===== src/rtl/cpc_pkg.sv =====
// Shared types and constants for the circle pair collision pipeline.
`default_nettype none
package cpc_pkg;
  localparam logic [31:0] GAIN_INV = 32'h9B74EDA8;
  localparam int OUT_W = 36;

  // payload passed from the front stage into the CORDIC stages
  typedef struct packed {
    logic        is_zero;
    logic        flip;
    logic [32:0] rsum;
    logic [31:0] rdif;
  } cpc_side_t;
endpackage
`default_nettype wire


===== src/rtl/cpc_gain_mult.sv =====
// Two-stage floor(a * GAIN_INV / 2^32) for a nonnegative 64-bit value.
`default_nettype none
module cpc_gain_mult (
  input  wire logic        clk,
  input  wire logic        en,
  input  wire logic [63:0] a,
  output logic      [63:0] p
);
  import cpc_pkg::*;
  logic [63:0] hi_prod;
  logic [63:0] lo_prod;

  // form the two 32x32 partial products
  always_ff @(posedge clk) begin
    if (en) begin
      hi_prod <= a[63:32] * GAIN_INV;
      lo_prod <= a[31:0] * GAIN_INV;
    end
  end

  // combine the partial products
  always_ff @(posedge clk) begin
    if (en) begin
      p <= hi_prod + {32'd0, lo_prod[63:32]};
    end
  end
endmodule
`default_nettype wire


===== config.mk =====
export PLATFORM = sky130hd
export DESIGN_NAME = cpc_gain_mult
export DESIGN_NICKNAME = d
export VERILOG_FILES = /design/src/rtl/cpc_pkg.sv /design/src/rtl/cpc_gain_mult.sv
export SDC_FILE = /design/constraint.sdc
export NUM_CORES = 2
export LEC_CHECK = 0
export ABC_AREA = 1
export BUFFER_PORTS_ARGS = -buffer_cell sky130_fd_sc_hd__buf_2
export CORE_AREA = 2 2 380 382
export DETAILED_ROUTE_END_ITERATION = 6
export DIE_AREA = 0 0 382 384
export GPL_TIMING_DRIVEN = 0
export HOLD_SLACK_MARGIN = 0.1
export PLACE_DENSITY_LB_ADDON = 0.08
export SKIP_CTS_REPAIR_TIMING = 1
export SLEW_MARGIN = 20
export SYNTH_ARGS = -nofsm -noshare
export SYNTH_HDL_FRONTEND = slang
export SYNTH_SLANG_ARGS = --single-unit
export TNS_END_PERCENT = 5

===== constraint.sdc =====
create_clock -name clk -period 6.41 [get_ports clk]
set_input_delay 1.282 -clock clk [delete_from_list [all_inputs] [get_ports clk]]
set_output_delay 1.282 -clock clk [all_outputs]
set_load 0.03 [all_outputs]

; ---- Word-level counts from Yosys, hierarchy flattened
; Index checks and enable logic that the tools add are counted.
[word_totals]
elab_cells = 6
reg_bits = 186
out_inout_bits = 64
input_bits = 66
[classes]
mul = 2
add_sub_neg = 1
[op_table]
columns = cell, n
row1 = "32-bit by 29-bit multiplier with 61-bit output, second input constant", 2
row2 = 64-bit by 32-bit adder with 64-bit output, 1

; ---- Longest topological paths before layout
[depth]
ltp_word = 1
ltp_mapped = 27
ltp_nobuf = 27

; ---- Worst setup path before layout
; No wires, ideal clock.
[synth_path]
kind = input port to flip-flop
startpoint = input port a[8]
endpoint = register lo_prod[49], data pin
t_arrival_ps = 6644
n_path_buf = 0
path_stages = 24
slack_ps = -487
setup_time_ps = 253
required_time_ps = 6157
path_cell_list = inv_1 -> fa_1 -> fa_1 -> inv_1 -> fa_1 -> inv_1 -> fa_1 -> inv_1 -> fa_1 -> fa_1 -> fa_1 -> inv_1 -> fa_1 -> inv_1 -> ha_1 -> nand2_1 -> nor2_1 -> inv_1 -> nor2_1 -> nand2_1 -> nor3_2 -> nand2_1 -> nand4_1 -> nand2_1
[synth_via]
elab_chain_len = 1
[synth_lines]
columns = element, line
row1 = "start, declared", cpc_gain_mult.sv:6  ; input wire logic [63:0] a,
row2 = 32-bit by 29-bit multiplier with 61-bit output, cpc_gain_mult.sv:17  ; lo_prod <= a[31:0] * GAIN_INV;
row3 = "end signal, assigned", cpc_gain_mult.sv:17
row4 = "end, declared", cpc_gain_mult.sv:11  ; logic [63:0] lo_prod;
; Every way passes these cells.
; A chain may end at the register's enable or synchronous reset.

; ---- Worst setup path in the final report
[layout_path]
startpoint = input port a[11]
endpoint = register lo_prod[63], data pin
; The elaborated chain is that of the path after synthesis.

==> metrics list <==
- The flow ran to the end, but the final reports show violations.
* Violations in the final reports: negative setup slack
- The detail route stage leaves a number of antenna-violating nets equal to 0.
* RR Endpoint: p[26]
- For the worst-skew pair, the clock arrives at the later sink with an insertion delay of 0.45 ns.
- M2 GR Usage: 33.8%
- Total of max-cap violations: 0
- The final route contains 36406 vias.
- In the final routed layout, each cell accounts on average for 18.6 um.
- Clock tree synthesis selected as its root buffer the cell clkbuf_16.
- Highest achievable clock rate: 0.140 GHz
* Portion of the post-synthesis area used by sequential elements: 9.52%
* Core footprint: 143000 um^2
- Summing all placed instances gives a cell area of 52700 um^2.
* Critical Path Max Stage Delay: 0.62 ns
- Register-to-Register Setup Slack: 3.95 ns
- Final routed DRC violation total: 0
- Most common library cell in the layout ignoring fill and taps: inv_1
* Sinks on the clock net: 157
- The post-route netlist has 8.80% of its cells at a drive strength greater than 1.
- The final-report max-slew violation count was 0.
- Worst Max-Slew Pin Slew: 0.664 ns
- The worst hold path passes through 0 cells.
- Registers take 4710 um^2.
- The number of antenna violations at the first check in global routing is 0.
* Synthesized instance count: 6102
* Met1 global-route usage: 33.1%
- Once routing completed, OpenROAD measured the worst setup slack at -0.758 ns.
- For the final database, setup skew stands at 0.0169 ns.
- Number of vias per cell after detailed routing: 4.43
- Count of yosys warnings during synthesis: 0
- In the final timing run, aggregate negative setup slack is -39.16 ns.
* Area Overhead vs Synth: 11.8%
- Layout Nets: 8025
* Worst min-delay path category: reg -> reg
- The synthesized netlist occupies a cell area of 49500 um^2.
- After floorplanning, the core was divided into 139 placement rows.
- Destination of the worst hold path: p[0]
- Measured along the y axis, the die boundary spans 384 um.
* Number of buffers inserted during clock tree synthesis: 17
* Peak fanout along the critical path: 5
- Most frequent CP cell: fa_1
- The via count of the first global-routing pass is 38756.
* DP HPWL: 138000 um
- Die extent in x: 382 um
- Counting cells, the worst reg-to-reg path comes to 8.
- Area of combinational cells with multiple inputs: 38100 um^2
* Arrival time reported for the critical path endpoint: 7.47 ns
- The first global-routing pass estimated 236000 um of wire.
- The routed design has 153000 um of wire.
- Crit Reg-Reg Startpoint: lo_prod[54]
- Global routing consumed, over all layers together, 21.5% of the routing resources.
* Number of flip-flops and latches in the synthesized netlist: 157
- Tightest slew margin relative to the limit: 55.4%
- The startpoint identified for the worst hold timing path is lo_prod[32].
* Global-route layer with the greatest usage: met2
* Post-layout instance area: 55400 um^2
* Number of placed I/O pins: 130
- TritonCTS built the clock tree.
- Clock transition at the register clock pins on the worst setup and hold paths after CTS: 0.07 ns
* # H-tree levels: 4
- The number of different library cells used by synthesis comes to 29.
* Final Hold Viols: 0
- Entering global routing, the biggest net connects 100 pins.
- Min Tclk post-route: 7.17 ns
* Startpoint types: input pin
* Average footprint of a synthesized cell: 8.12 um^2
- During placement, the flow inserted port buffers numbering 129.
- The floorplan step defined a die boundary enclosing 147000 um^2.
- Syn_nets: 7821
- Worst Path Class, Setup: in -> reg
* Placer congestion estimate: 0.932
* Starting density of the core: 34.7%
* Initial DRC count: 2108
* Worst path slowest cell: fa_1
* Congestion Overflow GR: 0
* Fraction of the cycle the final worst path needs: 112%
- For this run, the detailed router's first-pass iteration total came to 6.
- Met3 GRT Util: 1.48%
* CP Capture Type: flip-flop
- CP required: 6.71 ns
* Maximum buffer depth of the clock tree: 2
- Setup repair after global routing could not meet its margin everywhere.
* Antenna cell count: 0
- Fill cell total of the finished layout: 14957
- Leading cell types in the layout, fill and taps excluded: inv_1 (2093), nand2_1 (1327), fa_1 (890)
* Setup violators final: 71
-- per-stage QoR --
stage,setup WS [ns],hold WS (ns),util (%),std cells
4_1_cts,-1.37,0.442,37.3,8167
2_1_floorplan,-0.362,0.400,-,6102
5_1_grt,-0.927,0.451,38.8,8222
3_3_place_gp,-1.83,0.411,36.9,8134
6_report,-0.758,0.437,38.8,8222
3_5_place_dp,-1.84,0.425,36.9,8135
-- metal layers --
metal	up-vias	wire length, um	part of all wire [%]
met5	-	0	0
met4	0	1340	0.88
met3	56	4650	3.0
met2	544	67300	44
met1	17754	79500	52
li1	18052	-	-
-- how the worst max path moves through the flow --
| stage | slack (ns) | endpoint | startpoint |
|---|---|---|---|
| after floorplan | -0.36 | lo_prod[61] | a[8] |
| after global placement | -1.83 | lo_prod[63] | a[13] |
| after detailed placement | -1.84 | lo_prod[63] | a[11] |
| after CTS | -1.37 | lo_prod[63] | a[11] |
| after global routing | -0.93 | lo_prod[63] | a[11] |
| final | -0.76 | lo_prod[63] | a[11] |
-- cell type report --
cell class	count	area share (%)
clock buffers	18	0.775
clock inverters	14	0.235
inverters	2139	14.7
multi-input cells	3806	68.8
flip-flops and latches	157	8.52
well taps	1903	4.30
repair buffers	185	2.63
-- Yosys cell counts, drive strengths merged --
master	count	area share (%)
xnor2	15	0.27
xor2	55	0.97
o21ai	11	0.12
or2	5	0.063
and3b	1	0.018
nand4	45	0.57
ha	737	19
fa	916	37
nand3b	8	0.12
nor2	266	2.1
inv	2139	16
nor4	5	0.063
a21oi	95	0.96
nand3	171	1.8
nand2	1404	11
nor3	46	0.57
edfxtp	157	9.5
o21bai	11	0.18
o21a	1	0.015
and2	14	0.18
-- critical path, delay by kind of cell --
family / cells / cell delay (ns)
buf+inv: 8 / 0.65
fa+ha+maj: 9 / 4.40
simple gates: 9 / 1.14
-- flip-flops by register name, indices dropped and copies added, names as in the netlist --
name,count
lo_prod,32
hi_prod,61
p,64
-- cells by family (layout without fill, tap and decap cells) --
kind of cell,count (synthesis),count (layout),synth area share [%]
flip-flops,157,157,9.52
adder cells (fa/ha/maj),1653,1653,55.7
AO/OA/AOI/OAI,118,118,1.28
AND/OR/NAND/NOR,1965,1965,16.1
buffers and inverters,2139,2356,16.2
XOR/XNOR,70,70,1.24
Power is left out: the tool's default activity adds up to more than one toggle a clock period on the data nets, which glitch-free logic cannot reach.
